`config.mk`:
```
export PLATFORM = sky130hd
export DESIGN_NAME = stme_back
export DESIGN_NICKNAME = d
export VERILOG_FILES = /design/src/rtl/stme_pkg.sv /design/src/rtl/stme_back.sv
export SDC_FILE = /design/constraint.sdc
export NUM_CORES = 2
export LEC_CHECK = 0
export ABC_AREA = 1
export BUFFER_PORTS_ARGS = -buffer_cell sky130_fd_sc_hd__buf_4
export CORE_MARGIN = 2
export CORE_UTILIZATION = 40
export DETAILED_ROUTE_END_ITERATION = 16
export GPL_TIMING_DRIVEN = 1
export PLACE_DENSITY_LB_ADDON = 0.05
export SLEW_MARGIN = 20
export SYNTH_ARGS = -nofsm -noshare
export SYNTH_HDL_FRONTEND = slang
export SYNTH_SLANG_ARGS = --single-unit
```
`constraint.sdc`:
```
create_clock -name clk_i -period 24.9 [get_ports clk_i]
set_clock_uncertainty 0.05 [all_clocks]
set_input_delay 4.98 -clock clk_i [delete_from_list [all_inputs] [get_ports clk_i]]
set_output_delay 4.98 -clock clk_i [all_outputs]
set_load 0.03 [all_outputs]
```
`src/rtl/stme_pkg.sv`:
```
// ----------------------------------------------------------------------------
// stme_pkg
// shared constants and types of the minimum-eigenvalue corner response block
// ----------------------------------------------------------------------------
package stme_pkg;

  // default sizes handed to the top level
  localparam int MAX_WIDTH_DEF  = 1024;
  localparam int MAX_HEIGHT_DEF = 4096;
  localparam int GRAD_BITS_DEF  = 12;

  // fixed field widths of the result beat and the config port
  localparam int RESP_W     = 27;
  localparam int ROW_OUT_W  = 12;
  localparam int COL_OUT_W  = 10;
  localparam int CFG_W      = 13;
  localparam int CFG_WID_W  = 11;
  localparam int CFG_ADDR_W = 1;

  // register indexes
  localparam logic [CFG_ADDR_W-1:0] CFG_FRAME_WIDTH  = 1'b0;
  localparam logic [CFG_ADDR_W-1:0] CFG_FRAME_HEIGHT = 1'b1;

  // reset values of the frame size registers
  localparam int FRAME_WIDTH_RST  = 640;
  localparam int FRAME_HEIGHT_RST = 480;

  // position and framing of one queued result
  typedef struct packed {
    logic [ROW_OUT_W-1:0] row;
    logic [COL_OUT_W-1:0] col;
    logic                 last;
  } stme_tag_t;

endpackage

```
`src/rtl/stme_back.sv`:
```
// ----------------------------------------------------------------------------
// stme_back
// discriminant, bit-serial integer square root, response and frame peak
// ----------------------------------------------------------------------------
module stme_back #(
  parameter int GRAD_BITS = stme_pkg::GRAD_BITS_DEF,
  parameter int TW        = 2 * GRAD_BITS + 3
) (
  input  logic                                 clk_i,
  input  logic                                 rst_ni,
  input  logic                                 cfg_we_i,
  input  logic                                 job_valid_i,
  output logic                                 job_ready_o,
  input  logic [2:0][TW-1:0]                   job_sum_i,
  input  stme_pkg::stme_tag_t                  job_tag_i,
  output logic                                 out_valid_o,
  input  logic                                 out_ready_i,
  output logic [stme_pkg::RESP_W-1:0]          response_o,
  output logic [stme_pkg::ROW_OUT_W-1:0]       pixel_row_o,
  output logic [stme_pkg::COL_OUT_W-1:0]       pixel_column_o,
  output logic                                 frame_last_o,
  output logic [stme_pkg::RESP_W-1:0]          frame_peak_o
);

  localparam int RW   = stme_pkg::RESP_W;
  localparam int DW   = 2 * TW + 1;
  localparam int NIT  = (DW + 1) / 2;
  localparam int DD   = 2 * NIT;
  localparam int IT_W = $clog2(NIT);

  typedef enum logic [2:0] {B_IDLE, B_SQ1, B_SQ2, B_ROOT, B_OUT} state_e;

  state_e              state_q;
  logic [2:0][TW-1:0]  sum_q;
  stme_pkg::stme_tag_t tag_q;
  logic [DD-1:0]       disc_q;
  logic [NIT:0]        rem_q;
  logic [NIT-1:0]      root_q;
  logic [IT_W-1:0]     it_q;
  logic [RW-1:0]       peak_q;
  logic                out_valid_q;
  logic [RW-1:0]       resp_q, opeak_q;
  logic [stme_pkg::ROW_OUT_W-1:0] orow_q;
  logic [stme_pkg::COL_OUT_W-1:0] ocol_q;
  logic                olast_q;

  logic signed [TW-1:0]   diff, sxy;
  logic signed [2*TW-1:0] sq1, sq2;
  logic [NIT+2:0]         cand, sub;
  logic [NIT:0]           trace, rdiff;
  logic [RW-1:0]          resp, peak_n;
  logic                   load;

  assign diff = $signed(sum_q[0]) - $signed(sum_q[1]);
  assign sxy  = $signed(sum_q[2]);
  assign sq1  = diff * diff;
  assign sq2  = sxy * sxy;

  // one root bit per cycle, two radicand bits taken from the top
  assign cand = {rem_q, disc_q[DD-1:DD-2]};
  assign sub  = (NIT + 3)'({root_q, 2'b01});

  // trace is never below the root for a real window, clamp anyway
  assign trace  = (NIT + 1)'(sum_q[0]) + (NIT + 1)'(sum_q[1]);
  assign rdiff  = (32'(root_q) > 32'(trace)) ? '0 : trace - (NIT + 1)'(root_q);
  assign resp   = RW'(rdiff);
  assign peak_n = (resp > peak_q) ? resp : peak_q;
  assign load   = (state_q == B_OUT) && (!out_valid_q || out_ready_i);

  assign job_ready_o    = (state_q == B_IDLE);
  assign out_valid_o    = out_valid_q;
  assign response_o     = resp_q;
  assign pixel_row_o    = orow_q;
  assign pixel_column_o = ocol_q;
  assign frame_last_o   = olast_q;
  assign frame_peak_o   = opeak_q;

  always_ff @(posedge clk_i or negedge rst_ni) begin
    if (!rst_ni) begin
      state_q     <= B_IDLE;
      out_valid_q <= 1'b0;
      peak_q      <= '0;
      it_q        <= '0;
    end else begin
      // a beat taken while the next one loads keeps valid high
      if (out_valid_q && out_ready_i && !load) begin
        out_valid_q <= 1'b0;
      end
      if (cfg_we_i) begin
        peak_q <= '0;
      end
      case (state_q)
        B_IDLE: begin
          if (job_valid_i) begin
            sum_q   <= job_sum_i;
            tag_q   <= job_tag_i;
            state_q <= B_SQ1;
          end
        end
        B_SQ1: begin
          disc_q  <= DD'($unsigned(sq1));
          state_q <= B_SQ2;
        end
        B_SQ2: begin
          disc_q  <= disc_q + DD'({$unsigned(sq2), 2'b00});
          rem_q   <= '0;
          root_q  <= '0;
          it_q    <= '0;
          state_q <= B_ROOT;
        end
        B_ROOT: begin
          if (cand >= sub) begin
            rem_q  <= (NIT + 1)'(cand - sub);
            root_q <= {root_q[NIT-2:0], 1'b1};
          end else begin
            rem_q  <= (NIT + 1)'(cand);
            root_q <= {root_q[NIT-2:0], 1'b0};
          end
          disc_q <= {disc_q[DD-3:0], 2'b00};
          if (32'(it_q) == NIT - 1) begin
            state_q <= B_OUT;
          end else begin
            it_q <= it_q + 1'b1;
          end
        end
        B_OUT: begin
          if (load) begin
            out_valid_q <= 1'b1;
            resp_q      <= resp;
            orow_q      <= tag_q.row;
            ocol_q      <= tag_q.col;
            olast_q     <= tag_q.last;
            opeak_q     <= tag_q.last ? peak_n : '0;
            peak_q      <= tag_q.last ? '0 : peak_n;
            state_q     <= B_IDLE;
          end
        end
        default: begin
          state_q <= B_IDLE;
        end
      endcase
    end
  end

endmodule

```
# Word-level counts from Yosys, hierarchy flattened
# Cells that the tools add are included.
[totals]
out_inout_bits = 79
elab_cells = 73
register_bits = 330
inputBits = 109
[op_classes]
n_addsub = 6
n_mul = 2
n_reduce_logical = 15
mux = 20
eq_ne = 9
magnitude_cmp = 3
[ops]
columns = ["op", "count"]
rows = [
  ["56-bit one-hot mux with 3 select lines", 1],
  ["27-bit two-way mux", 6],
  ["27-bit by 27-bit multiplier with 54-bit output", 2],
  ["29-bit one-hot mux with 2 select lines", 1],
  ["56-bit adder", 1],
  ["28-bit one-hot mux with 2 select lines", 1],
  ["27-bit subtractor", 2],
  ["31-bit by 30-bit greater-or-equal comparator with 1-bit output", 1],
  ["29-bit two-way mux", 1],
  ["29-bit subtractor", 1],
  ["27-bit by 27-bit adder with 28-bit output", 1],
  ["28-bit > comparator", 1],
  ["27-bit > comparator", 1],
  ["3-bit one-hot mux with 5 select lines", 1],
  ["5-bit one-hot mux with 2 select lines", 1],
  ["3-bit two-way mux", 3],
  ["3-bit AND reduction", 3],
  ["2-bit inequality test, second input constant", 4],
  ["3-bit by 2-bit equality test with 1-bit output, second input constant", 2],
  ["2-bit AND reduction", 3],
  ["5-bit by 1-bit adder with 5-bit output, second input constant", 1],
  ["5-bit equality test, second input constant", 1],
  ["5-bit two-way mux", 1],
  ["1-bit two-way mux", 4],
  ["8 further kinds", 11],
]

# Longest topological paths before layout
[depth]
ltp_word = 8
mapped_depth = 45
ltp_nobuf = 44

# Worst setup path after synthesis
# No wires, ideal clock.
[synth_path]
kind = "input port to flip-flop"
startpoint = "input port job_valid_i"
endpoint = "register sum_q[0] in the netlist's numbering, enable pin"
n_path_buf = 0
path_stages = 2
setup_time_ns = 0.822
t_required_ns = 24.028
slack_ns = 9.164
arrival_ns = 14.864
path_cell_list = "inv_1 nor4_1"
[synth_between]
elab_chain_len = 1
[synth_lines]
columns = ["item", "line", "rtl"]
rows = [
  ["start, declared", "stme_back.sv:12", "input logic job_valid_i,"],
  ["3-bit AND reduction (no line)", "n/a", ""],
  ["end signal, assigned", "stme_back.sv:95", "sum_q <= job_sum_i;"],
  ["end, declared", "stme_back.sv:34", "logic [2:0][TW-1:0] sum_q;"],
]
# Every way passes these cells.
# A chain may end at the register's enable or synchronous reset.

# Worst setup path in the final report
[layout_path]
startpoint = "register sum_q[25] in the netlist's numbering"
endpoint = "register disc_q[51], data pin"
[layout_between]
elab_chain_len = 3
[layout_lines]
columns = ["item", "line", "rtl"]
rows = [
  ["27-bit subtractor", "stme_back.sv:54", "assign diff = $signed(sum_q[0]) - $signed(sum_q[1]);"],
  ["27-bit by 27-bit multiplier with 54-bit output", "stme_back.sv:56", "assign sq1 = diff * diff;"],
  ["56-bit one-hot mux with 3 select lines", "stme_back.sv:92", "case (state_q)"],
  ["end signal, assigned", "stme_back.sv:101", "disc_q <= DD'($unsigned(sq1));"],
  ["end signal, assigned", "stme_back.sv:105", "disc_q <= disc_q + DD'({$unsigned(sq2), 2'b00});"],
  ["end signal, assigned", "stme_back.sv:119", "disc_q <= {disc_q[DD-3:0], 2'b00};"],
  ["end, declared", "stme_back.sv:36", "logic [DD-1:0] disc_q;"],
]
# Every way passes these cells.

==> key figures <==
STA
  • RSZ-0062 raised after global routing: no
  • Setup tns final: 0 ps
  • Worst hold slack: 367 ps
  • Final period util: 0.424
  • Pins over their slew limit: 0
  • Rel. slew slack: 0.310
  • Worst slew pin tran: 1030 ps
  • Min Tclk post-route: 10560 ps
  • Final hold viol count: 0
  • Fmax: 0.0947 GHz
  • Final setup fails: 0

Run
  • Maxcap violations: 0

Detailed routing
  • Post-route DRC: 0
  • Routed WL: 247000 microns
  • Total number of vias: 57800
  • Drt first pass iters: 6
  • Final ANT Viol Nets: 0
  • DRT iter0 DRCs: 3938
  • Routed length per instance: 21.6 microns
  • Vias/cell: 5.07

Min path
  • Worst hold path type: flop to flop

Worst setup path
  • Slowest stage delay, CP: 820 ps
  • WS Path Type: flop to flop
  • Crit path max-delay cell type: fa_1
  • Crit path DAT: 10910 ps
  • Critical Path RT: 25250 ps
  • Crit-path max FO: 42
  • Startpoint types: flop
  • CP endpoint kind: flop

Clock network
  • CTS Hold Buffers Added: 0
  • Clk sink count: 329
  • Maximum root-to-sink buffer count: 3
  • CTS Buf Count: 47
  • TritonCTS clock tree: done
  • Clk pin slew, worst setup/hold paths: 60 ps
  • Root buffer cell: clkbuf_16
  • PostCTS Resize Cnt: 0
  • Clk Latency, worst-skew pair: 680 ps
  • # H-tree levels: 2
  • Post-CTS Setup Bufs: 0

GRT
  • GRT overflow: 0
  • Vias in the first global route: 62600
  • Largest net degree at the start of global routing: 58
  • Initial antenna violation count: 4
  • First-pass GRT wire length: 384000 microns
  • GRT Util Overall: 0.273

Synthesis
  • YS warnings: 0
  • Mapped cell area: 73200 sq um
  • Ys flop type: edfxtp_1
  • Yosys reg bits: 329
  • Syn avg cell area: 8.24 sq um
  • Seq/Total Area, Yosys: 0.133
  • Mapped Nets: 11000
  • Async SR Flop Fraction: 0.109
  • Post-synth EDFFs: 293
  • Unique masters post-synth: 60
  • Mapped Cells: 8884

Finish
  • Number of fillers in the final layout: 18600
  • Layout area overhead: 7.65%
  • Fin cells: 11400
  • Share of cells above drive strength 1: 0.0477
  • Nets: 11100
  • Multi-input logic area: 53600 sq um
  • Final non-filler cell area: 78800 sq um
  • FF+latch area: 9700 sq um

Die
  • Core area: 181000 sq um
  • Die Y: 432 microns
  • Initial core utilization: 0.404
  • Die Area: 186000 sq um
  • Die width: 432 microns
  • Boundary pin count: 188
  • Site row count: 156

Status
  • Status: finished, final reports clean

Placed design
  • Port Buffers: 187
  • Post-DP HPWL: 207000 microns
  • Placed insts: 11300
  • Routability cong.: 0.977
  • Area after DPL: 77200 sq um
[layout make-up]
cell class / instances / share of cell area
Antenna cell: 1 / 0.0000318
Clock buffer: 60 / 0.0159
Clock inverter: 28 / 0.00450
Inverter: 2385 / 0.114
Multi-Input combinational cell: 5974 / 0.681
Sequential cell: 329 / 0.123
Tap cell: 2370 / 0.0376
Timing Repair Buffer: 256 / 0.0244
[metrics by stage]
step | util | setup slack (ps)
floorplan | - | 9160
global placement | 0.425 | 14180
detailed placement | 0.425 | 14130
finish | 0.434 | 14340
CTS | 0.434 | 14100
global route | 0.434 | 13610
[path summary, 6_finish.rpt]
kind	start	end	slack (ps)	cells after the start
setup reg to reg	sum_q[25]	disc_q[51]	14340	34
hold reg to reg	tag_q[17]	pixel_row_o[6]	370	0
min in group asynchronous	rst_ni	peak_q[23]	4280	1
setup / recovery	sum_q[25]	disc_q[51]	14340	34
max in group asynchronous	rst_ni	peak_q[5]	20090	1
hold / removal	tag_q[17]	pixel_row_o[6]	370	0
[worst max-delay path: cells and delay by family (launching register included)]
| kind | cells | cell delay [ps] |
|---|---|---|
| AOI/OAI and AO/OA | 1 | 200 |
| and+or+nand+nor | 17 | 2620 |
| DFF | 1 | 400 |
| adders and majority gates | 9 | 5380 |
| buffers and inverters | 7 | 1610 |
[metal layers]
| layer | share of wire | GRT usage | vias up | routed length (microns) |
|---|---|---|---|---|
| li1 | - | - | 26800 | - |
| met1 | 0.45 | 0.377 | 29300 | 110000 |
| met2 | 0.48 | 0.464 | 1427 | 119000 |
| met3 | 0.042 | 0.0196 | 316 | 10500 |
| met4 | 0.029 | 0.0718 | 4 | 7260 |
| met5 | 0.00013 | 0 | - | 31 |
[registers in the layout, summed over array words and instances (netlist names)]
name,count
pixel_row_o,12
response_o,27
it_q,5
sxy,27
tag_q,23
rem_q,29
disc_q,55
sum_q,54
frame_peak_o,27
peak_q,27
state_q,3
root_q,28
pixel_column_o,10
frame_last_o,1
out_valid_o,1
[cells by family (layout without fill, tap and decap cells)]
kind of cell,after synthesis,in the layout,share of synthesized area
and+or+nand+nor,3037,3037,0.171
DFF,329,329,0.133
buffers and inverters,2581,2729,0.135
AOI/OAI and AO/OA,819,819,0.0619
adders and majority gates,1966,1966,0.480
muxes,1,1,0.000137
xor gates and xnor gates,151,151,0.0196
other,0,1,0
[cells in the mapped netlist, types with 12 or more instances]
cell type	count	area, sq um
edfxtp_1	293	8800
xnor2_1	57	499
a31oi_1	19	119
o21bai_1	42	315
nor3_1	67	335
buf_2	37	185
fa_1	1401	28000
nor2_2	15	93.8
nor2_1	761	2860
a21o_1	33	248
inv_2	16	60.1
nand4_1	75	469
xor2_1	84	736
a21boi_0	16	120
o21a_1	15	113
ha_1	565	7070
or2_2	19	119
buf_1	26	97.6
nand3_1	364	1820
nand3b_1	16	120
nand2_1	1670	6270
buf_6	12	135
buf_4	20	150
clkbuf_1	101	379
inv_1	2363	8870
nand2_2	12	75.1
dfrtp_1	36	901
a21oi_1	369	1850
o21ai_0	284	1420
[cells in the final DEF, fill, tap and decap left out, types with 19 or more instances in the layout]
| cell | count |
|---|---|
| inv_1 | 2363 |
| nand2_1 | 1670 |
| fa_1 | 1401 |
| nor2_1 | 758 |
| ha_1 | 565 |
| a21oi_1 | 368 |
| nand3_1 | 364 |
| edfxtp_1 | 293 |
| o21ai_0 | 284 |
| buf_4 | 256 |
| xor2_1 | 84 |
| nand4_1 | 75 |
| nor3_1 | 67 |
| xnor2_1 | 57 |
| clkbuf_16 | 48 |
| o21bai_1 | 42 |
| dfrtp_1 | 36 |
| a21o_1 | 33 |
| or2_2 | 19 |
| a31oi_1 | 19 |
Power is left out: the tool's default activity adds up to more than one toggle a clock period on the data nets, which glitch-free logic cannot reach.
