[src/rtl/stme_queue.sv]
// ----------------------------------------------------------------------------
// stme_queue
// small register fifo between window front and root back
// ----------------------------------------------------------------------------
module stme_queue #(
  parameter int WIDTH = 104,
  parameter int DEPTH = 4
) (
  input  logic             clk_i,
  input  logic             rst_ni,
  input  logic             push_valid_i,
  output logic             push_ready_o,
  input  logic [WIDTH-1:0] push_data_i,
  output logic             pop_valid_o,
  input  logic             pop_ready_i,
  output logic [WIDTH-1:0] pop_data_o
);

  localparam int PTR_W = $clog2(DEPTH);
  localparam int CNT_W = $clog2(DEPTH + 1);

  logic [WIDTH-1:0] mem_q [DEPTH];
  logic [PTR_W-1:0] wptr_q, rptr_q;
  logic [CNT_W-1:0] cnt_q;
  logic             push, pop;

  assign push_ready_o = (32'(cnt_q) < 32'(DEPTH));
  assign pop_valid_o  = (cnt_q != '0);
  assign push         = push_valid_i && push_ready_o;
  assign pop          = pop_valid_o && pop_ready_i;
  assign pop_data_o   = mem_q[rptr_q];

  always_ff @(posedge clk_i) begin
    if (push) begin
      mem_q[wptr_q] <= push_data_i;
    end
  end

  always_ff @(posedge clk_i or negedge rst_ni) begin
    if (!rst_ni) begin
      wptr_q <= '0;
      rptr_q <= '0;
      cnt_q  <= '0;
    end else begin
      if (push) begin
        wptr_q <= (32'(wptr_q) == DEPTH - 1) ? '0 : wptr_q + 1'b1;
      end
      if (pop) begin
        rptr_q <= (32'(rptr_q) == DEPTH - 1) ? '0 : rptr_q + 1'b1;
      end
      if (push && !pop) begin
        cnt_q <= cnt_q + 1'b1;
      end else if (pop && !push) begin
        cnt_q <= cnt_q - 1'b1;
      end
    end
  end

endmodule

[config.mk]
export PLATFORM = sky130hd
export DESIGN_NAME = stme_queue
export DESIGN_NICKNAME = d
export VERILOG_FILES = /design/src/rtl/stme_queue.sv
export SDC_FILE = /design/constraint.sdc
export NUM_CORES = 1
export LEC_CHECK = 0
export BUFFER_PORTS_ARGS = -buffer_cell sky130_fd_sc_hd__buf_4
export CELL_PAD_IN_SITES_DETAIL_PLACEMENT = 0
export CELL_PAD_IN_SITES_GLOBAL_PLACEMENT = 1
export CORE_MARGIN = 2
export CORE_UTILIZATION = 40
export CTS_CLUSTER_DIAMETER = 120
export DETAILED_ROUTE_END_ITERATION = 12
export GPL_TIMING_DRIVEN = 0
export PLACE_DENSITY_LB_ADDON = 0.2
export SLEW_MARGIN = 20
export SYNTH_ARGS = -nofsm -noshare
export SYNTH_HDL_FRONTEND = slang
export SYNTH_SLANG_ARGS = --single-unit
[constraint.sdc]
create_clock -name clk_i -period 3.8 [get_ports clk_i]
set_input_delay 0.19 -clock clk_i [delete_from_list [all_inputs] [get_ports clk_i]]
set_output_delay 0.19 -clock clk_i [all_outputs]
set_load 0.1 [all_outputs]
[Word-level counts from Yosys, hierarchy flattened]
Memories as Yosys holds them, arrays and structs flattened.
Index checks and enable logic that the tools add are counted.
Word-level totals
  memories: 1
  flip-flop bits (word level): 7
  RAM bits: 416
  output and inout bits: 106
  bits of input ports: 108
Operators by class
  reduce and logical (&&, ||, !) cells: 8
  equality and inequality tests: 2
  add/sub/neg operators: 4
  multiplexer cells: 6
  $lt $le $gt $ge: 1
Memories
  mem_q: depth 4, bits a word 104, rd ports 1, clocked after Yosys merged registers in 0, write ports 1, line 22  | logic [WIDTH-1:0] mem_q [DEPTH];
Operator list (number)
  $mux W3: 2
  $add A2 B1 Y2 const B: 2
  $eq A2 B2 Y1 const B: 2
  $logic_and A1 B1 Y1: 4
  $mux W2: 2
  $add A3 B1 Y3 const B: 1
  $lt A3 B3 Y1 const B: 1
  $reduce_bool A3 Y1: 1
  $sub A3 B1 Y3 const B: 1
  $logic_not A1 Y1: 2
  $mux W1: 2
  $reduce_bool A2 Y1: 1

[Depth between registers and ports, before layout]
Gate-level depths: netlist of run 1.
  depth after elaboration: 6
  mapped depth: 8
  mapped depth without buffers: 8

[Worst setup path after synthesis of run 1]
OpenSTA, ideal clock, no wires.
  path kind: reg-to-reg
  start point: register cnt_q[2]
  end point: memory mem_q[0][0] (enable)
  slack: 0.189 ns
  stages on the path, launching flop included: 4
  arrival time: 3.136 ns
  library setup time: 0.475 ns
  path buffers: 1
  cell sequence: dfrtp_1 nor2b_1 clkbuf_1 and2_1
Between the ends
  cells in the longest elaborated chain, start to end: 4
Ends and longest elaborated chain
  from (decl): line 24  | logic [CNT_W-1:0] cnt_q;
  from (signal assigned): line 52  | cnt_q <= cnt_q + 1'b1;
  from (signal assigned): line 54  | cnt_q <= cnt_q - 1'b1;
  $lt A3 B3 Y1: line 27  | assign push_ready_o = (32'(cnt_q) < 32'(DEPTH));
  $logic_and A1 B1 Y1: line 29  | assign push = push_valid_i && push_ready_o;
  named net push: line 25  | logic push, pop;
  $mux W1: line 34  | if (push) begin
  $mux W1 (not written as such): line 35  | mem_q[wptr_q] <= push_data_i;
  to (decl): line 22
The timed path passes the listed nets, and every way through them passes these cells.

[Worst setup path after layout of run 1]
  start point: register rptr_q[1]
  end point: output pop_data_o[46]
Between the ends
  cells in the longest elaborated chain, start to end: 1
Ends and longest elaborated chain
  from (decl): line 23  | logic [PTR_W-1:0] wptr_q, rptr_q;
  from (signal assigned): line 49  | rptr_q <= (32'(rptr_q) == DEPTH - 1) ? '0 : rptr_q + 1'b1;
  $mem_v2 Z4 W104
  to (decl): line 16  | output logic [WIDTH-1:0] pop_data_o
No other way between the ends.

==> reports/summary.md, run 1 <==
Floorplan
* 71 — Std-Cell Rows
* 37800 sq um — total core area
* 40.7% — initial cell density of the core
* 40100 sq um — Total Die Area
* 200 microns — height of the die
* 214 — top-level port count
* 200 microns — width of the chip

Routing
* 7414 — detailed-route via count
* 31.1 mm — routed wire length
* 4.93 — Avg Vias per Cell
* 0 — DRT antenna net count
* 20.7 microns — routed wire length per instance
* 0 — DR DRC count
* 4 — length of the first detailed-routing pass in iterations
* 355 — initial DRC count

Finish
* 2974 — Filler Cells Inserted
* edfxtp_1 — leading cell type in the layout, fill and taps excluded
* edfxtp_1, buf_4, dlygate4sd3_1 — commonest cells after routing, fill and taps aside
* 31.7% — post-synthesis to final-layout area growth
* 0 — number of diodes added for antenna fixing
* 41.8% — fraction of final layout cells sized beyond drive strength 1
* 1504 — number of non-filler instances in the completed layout
* 1072 — nets

Place
* 213 — number of buffers added on ports
* 1315 — placed instance count
* 1500 ps — dpl ws
* 0.715 — Final Wtd Congestion
* 19.7 mm — HPWL after detailed placement

Setup path
* clkbuf_1 — slowest stage cell on the critical path
* 600 ps — peak per-stage delay on the critical path
* buf_2, clkbuf_1, mux4_2, buf_4 — cell breakdown of the critical path
* 10 — highest net fanout along the worst path
* flip-flop — kind of launch point of the worst setup path
* 2390 ps — WP data arrival
* reg -> out — category of the critical setup timing path
* 3 — number of buffer and inverter stages on the critical path
* primary output — capturing element type of the critical path
* 3610 ps — data required time at the worst endpoint
* buffers and inverters — cell family with most CP delay

Yosys
* 82.2% — share of synthesized area occupied by flip-flops and latches
* 15400 sq um — synthesized area
* 583 — number of standard cells after synthesis
* 20 — post-synthesis cell type count
* 0 — yosys warns
* 698 — post-synth net total
* 423 — synthesis-stage register bit count
* 26.4 sq um — synthesized area per cell

CTS
* 2 — H-tree depth reported by CTS
* 3 — buffer depth of the longest clock path
* 50 ps — clock edge transition at the registers on the reported setup and hold paths
* done — CTS tree
* 0 — post-CTS setup buffer count
* 423 — number of clock sinks seen by CTS
* 0 — Resized cells post-CTS
* clkbuf_16 — Clk Tree Root Cell
* 45 — clock buffers created by TritonCTS
* 550 ps — clock latency of the later-clocked register in the worst-skew pair

Timing
* 65.8 ps — worst hold margin
* 0 — max-slew violations
* 49.9% — Rel. slew slack
* 388 MHz — maximum frequency from static timing analysis
* 67.9% — Final period util
* 752 ps — slew of the pin with the lowest slew margin
* 0 — hold violation count in the final report
* false — RSZ-0062 raised after global routing
* 14.7 ps — maximum clock skew at final layout
* 2580 ps — final period demand of the worst path
* 1220 ps — worst setup slack after layout
* 0 — setup violation total in the final timing report
* 0 ps — summed negative setup slack over all endpoints

Global route
* 49 — maximum number of pins on one net before global-route repair
* 0 — initial antenna violation count
* 48.0 mm — wire length of the first global-routing pass
* 15.7% — Tot GR Track Use
* 0 — remaining global-route overflow
* 8364 — number of global-route vias before repair

Flow run
* 0 — number of max-cap violations

Hold path
* in -> reg — worst hold-check path type

Status
* completed — outcome

cells by family (layout without fill, tap and decap cells):
family	Yosys count	after routing	synth area share (%)
xor gates and xnor gates	3	3	0.171
DFF	423	423	82.2
buffers and inverters	29	439	1.15
muxes	107	107	15.4
adders and majority gates	7	7	0.617
AOI/OAI and AO/OA	2	2	0.0649
and+or+nand+nor	12	12	0.390
cell type report:
type,instances,area [sq um],area share [%]
clock buffers,61,1240,6.10
plain buffers,25,163,0.801
clock inverters,22,136,0.672
well taps,511,639,3.15
inverters,4,15.0,0.0740
flip-flops and latches,423,12700,62.4
multi-input cells,131,2580,12.7
repair buffers,327,2870,14.1
state kept, by name, indices dropped and copies added, names as in the netlist:
register and count:
rptr_q 2, mem_q 416, cnt_q 3, wptr_q 2
per-layer routing:
| metal | global-route usage (%) | vias to the layer above | routed length, microns |
|---|---|---|---|
| met1 | 19.5 | 3928 | 13000 |
| met2 | 27.5 | 176 | 16100 |
| met3 | 3.53 | 42 | 1480 |
| li1 | - | 3268 | - |
| met5 | 0 | - | 0 |
| met4 | 5.34 | 0 | 569 |
worst register-to-register path: cells and delay by family (launching register included):
kind	cells	cell delay [ps]
AND/OR/NAND/NOR	2	590
buffers and inverters	3	890
flip-flops	1	390
worst paths after layout:
check                                  to  cells past startpoint        start  slack (ps)
setup / recovery           pop_data_o[46]                      4    rptr_q[1]        1220
hold / removal                  rptr_q[1]                      3  pop_ready_i          70
setup reg to reg             mem_q[0][57]                      5     cnt_q[2]        1550
hold reg to reg                  cnt_q[0]                      1     cnt_q[0]         540
max in group asynchronous       rptr_q[1]                      3       rst_ni        2960
min in group asynchronous        cnt_q[1]                      3       rst_ni         590
cell usage after synthesis, drive strengths merged:
cell / instances / area (sq um)
or3: 1 / 6.26
and2: 4 / 25.0
o21ai: 2 / 10.0
edfxtp: 416 / 12500
mux4: 104 / 2340
clkbuf: 5 / 18.8
nor2b: 1 / 6.26
buf: 20 / 144
fa: 1 / 20.0
dfrtp: 7 / 175
inv: 4 / 15.0
nand2: 3 / 11.3
xnor2: 2 / 17.5
xor2: 1 / 8.76
ha: 6 / 75.1
mux2: 3 / 33.8
nor2: 3 / 11.3
stage by stage:
stage	util, %	instance area (sq um)
global route	53.6	20300
finish	53.6	20300
floorplan	-	15400
global placement	46.6	17700
CTS	53.6	20300
detailed placement	47.2	17900
timing repair:
| action | in CTS | in global routing |
|---|---|---|
| hold buffers | 106 | 0 |
| setup endpoints to repair | 0 | 0 |
| hold endpoints to repair | 423 | 0 |
Power of run 1 is left out: the tool's default activity adds up to more than one toggle a clock period on the data nets, which glitch-free logic cannot reach.
==> inputs of run 2 (changes only) <==
==> constraint.sdc (replaced) <==
create_clock -name clk_i -period 2.6 [get_ports clk_i]
set_input_delay 0.13 -clock clk_i [delete_from_list [all_inputs] [get_ports clk_i]]
set_output_delay 0.13 -clock clk_i [all_outputs]
set_load 0.1 [all_outputs]
==> run 2 against run 1 <==
Net effect:
- cell area barely moved
- non-clock buffer count is 1 higher
- critical path depth increased by 1
- sequential cell count unchanged
- global-route usage increased by 0.15 points
- via count decreased by 1.0%
- count of clock-buffer cells in the layout down 11
- wire length grew 0.24%
- die area unchanged
- critical path type unchanged
- highest routed layer unchanged
==> reports/summary.md, run 2 (same netlist as run 1, synthesis figures left out) <==
CTS
* 0 — post-CTS setup buffer count, unchanged
* clkbuf_16 — Clk Tree Root Cell, unchanged
* done — CTS tree, unchanged
* 423 — number of clock sinks seen by CTS, unchanged
* 2 — H-tree depth reported by CTS, unchanged
* 550 ps — clock latency of the later-clocked register in the worst-skew pair, about the same
* 44 — clock buffers created by TritonCTS, was 45
* 3 — buffer depth of the longest clock path, unchanged
* 60 ps — clock edge transition at the registers on the reported setup and hold paths, was 50 ps

Setup path
* cnt_q[2] — R2R Path End, was mem_q[0][57]
* primary output — capturing element type of the critical path, unchanged
* 2380 ps — WP data arrival, was 2390 ps
* flip-flop — kind of launch point of the worst setup path, unchanged
* 480 ps — R2R setup slack, was 1550 ps
* 2470 ps — data required time at the worst endpoint, was 3610 ps
* 10 — highest net fanout along the worst path, unchanged
* cnt_q[0] — RR Startpoint, was cnt_q[2]
* 8 — path depth of the worst reg2reg path, was 5
* rptr_q[1] — first element of the critical path, unchanged
* reg -> out — category of the critical setup timing path, unchanged

Finish
* edfxtp_1 — leading cell type in the layout, fill and taps excluded, unchanged
* edfxtp_1, buf_4, dlygate4sd3_1 — commonest cells after routing, fill and taps aside, unchanged
* 42.1% — fraction of final layout cells sized beyond drive strength 1, was 41.8%
* mem_q x416, cnt_q x3 — Regs by FF count, unchanged
* mem_q — most flop-heavy register, unchanged
* 1072 — nets, unchanged
* 31.8% — post-synthesis to final-layout area growth, was 31.7%
* 0 — number of diodes added for antenna fixing, unchanged
* 416 — flip-flop count of the largest register, all copies and words added, unchanged

Floorplan
* 200 microns — width of the chip, unchanged
* 214 — top-level port count, unchanged
* 40.7% — initial cell density of the core, unchanged
* 40100 sq um — Total Die Area, unchanged
* 37800 sq um — total core area, unchanged
* 200 microns — height of the die, unchanged
* 71 — Std-Cell Rows, unchanged

Place
* 19.4 mm — HPWL after detailed placement, was 19.7 mm
* 0.740 — Final Wtd Congestion, was 0.715
* 213 — number of buffers added on ports, unchanged

Routing
* 330 — initial DRC count, was 355
* 0 — DRT antenna net count, unchanged
* 4.89 — Avg Vias per Cell, was 4.93
* 20.8 microns — routed wire length per instance, was 20.7 microns
* 7340 — detailed-route via count, was 7414
* 31.2 mm — routed wire length, was 31.1 mm
* 4 — length of the first detailed-routing pass in iterations, unchanged
* 0 — DR DRC count, unchanged

Global route
* 8333 — number of global-route vias before repair, was 8364
* 15.9% — Tot GR Track Use, was 15.7%
* 48.5 mm — wire length of the first global-routing pass, was 48.0 mm
* 0 — initial antenna violation count, unchanged
* 0 — remaining global-route overflow, unchanged
* 46 — maximum number of pins on one net before global-route repair, was 49

Flow run
* 0 — number of max-cap violations, unchanged

Hold path
* in -> reg — worst hold-check path type, unchanged
* 5 — worst hold path stage count, was 3
* push_valid_i — hold wc startpoint, was pop_ready_i
* wptr_q[0] — Worst Hold Endpoint, was rptr_q[1]

Timing
* 0 — setup violation total in the final timing report, unchanged
* 0 — max-slew violations, unchanged
* 729 ps — slew of the pin with the lowest slew margin, was 752 ps
* true — RSZ-0062 raised after global routing, was false
* 2510 ps — final period demand of the worst path
* 398 MHz — maximum frequency from static timing analysis
* 7.32 ps — maximum clock skew at final layout, was 14.7 ps
* 51.4% — Rel. slew slack, was 49.9%
* 0 — hold violation count in the final report, unchanged
* 96.7% — Final period util
* 0 ps — summed negative setup slack over all endpoints, unchanged

Status
* completed — outcome, unchanged

run 2: changes by cell type in the layout (fill, tap and decap cells not counted), moves of 2 or more:
cell and change:
bufinv_16 +3, clkinv_1 +2, clkbuf_1 -9, clkinvlp_4 +2
clkbuf_16 -2, buf_12 +2, buf_16 -2
run 2: timing repair:
item,in CTS,in global routing
gates resized for setup,1,1
endpoints found under the hold margin,425,0
hold buffers,107,0
setup endpoints to repair,16,48
run 2: through the flow:
stage                     cell area [sq um]  util [%]  std cells  hold slack [ps]  setup slack, ps
after detailed placement              17900      47.2       1315            -51.9              505
final                                 20300      53.7       1500              218             86.7
after floorplan                       15400         -        583             -166             39.5
after CTS                             20300      53.7       1500              196            -13.3
after global routing                  20300      53.7       1500              234            -58.3
after global placement                17700      46.7       1307            -55.5             -925
run 2: per-layer routing:
layer | GRT usage, % | vias to the layer above | wire length [microns]
li1 | - | 3263 | -
met1 | 20.0 | 3860 | 12700
met2 | 27.7 | 170 | 16400
met3 | 3.84 | 47 | 1480
met4 | 4.29 | 0 | 582
met5 | 0 | - | 0
run 2: critical path: stages, from the launching register on:
cell     delay [ps]
dfrtp_1         340
buf_2           180
buf_2           310
buf_2           350
mux4_2          380
buf_4           250
run 2: layout make-up:
type,instances,area [sq um]
plain buffers,25,165
clock buffers,50,1140
clock inverters,28,240
fillers,2972,17500
inverters,4,15.0
multi-input cells,131,2580
flip-flops and latches,423,12700
well taps,511,639
repair buffers,328,2860
run 2: how the worst max path moves through the flow:
stage / endpoint / slack, ps / cells after the start
2_1_floorplan: cnt_q[2] / 40 / 8
3_3_place_gp: mem_q[0][60] / -920 / 3
3_5_place_dp: mem_q[1][60] / 510 / 4
4_1_cts: pop_data_o[65] / -10 / 5
5_1_grt: pop_data_o[85] / -60 / 5
6_report: pop_data_o[65] / 90 / 5
Power of run 2 is left out for the same reason.
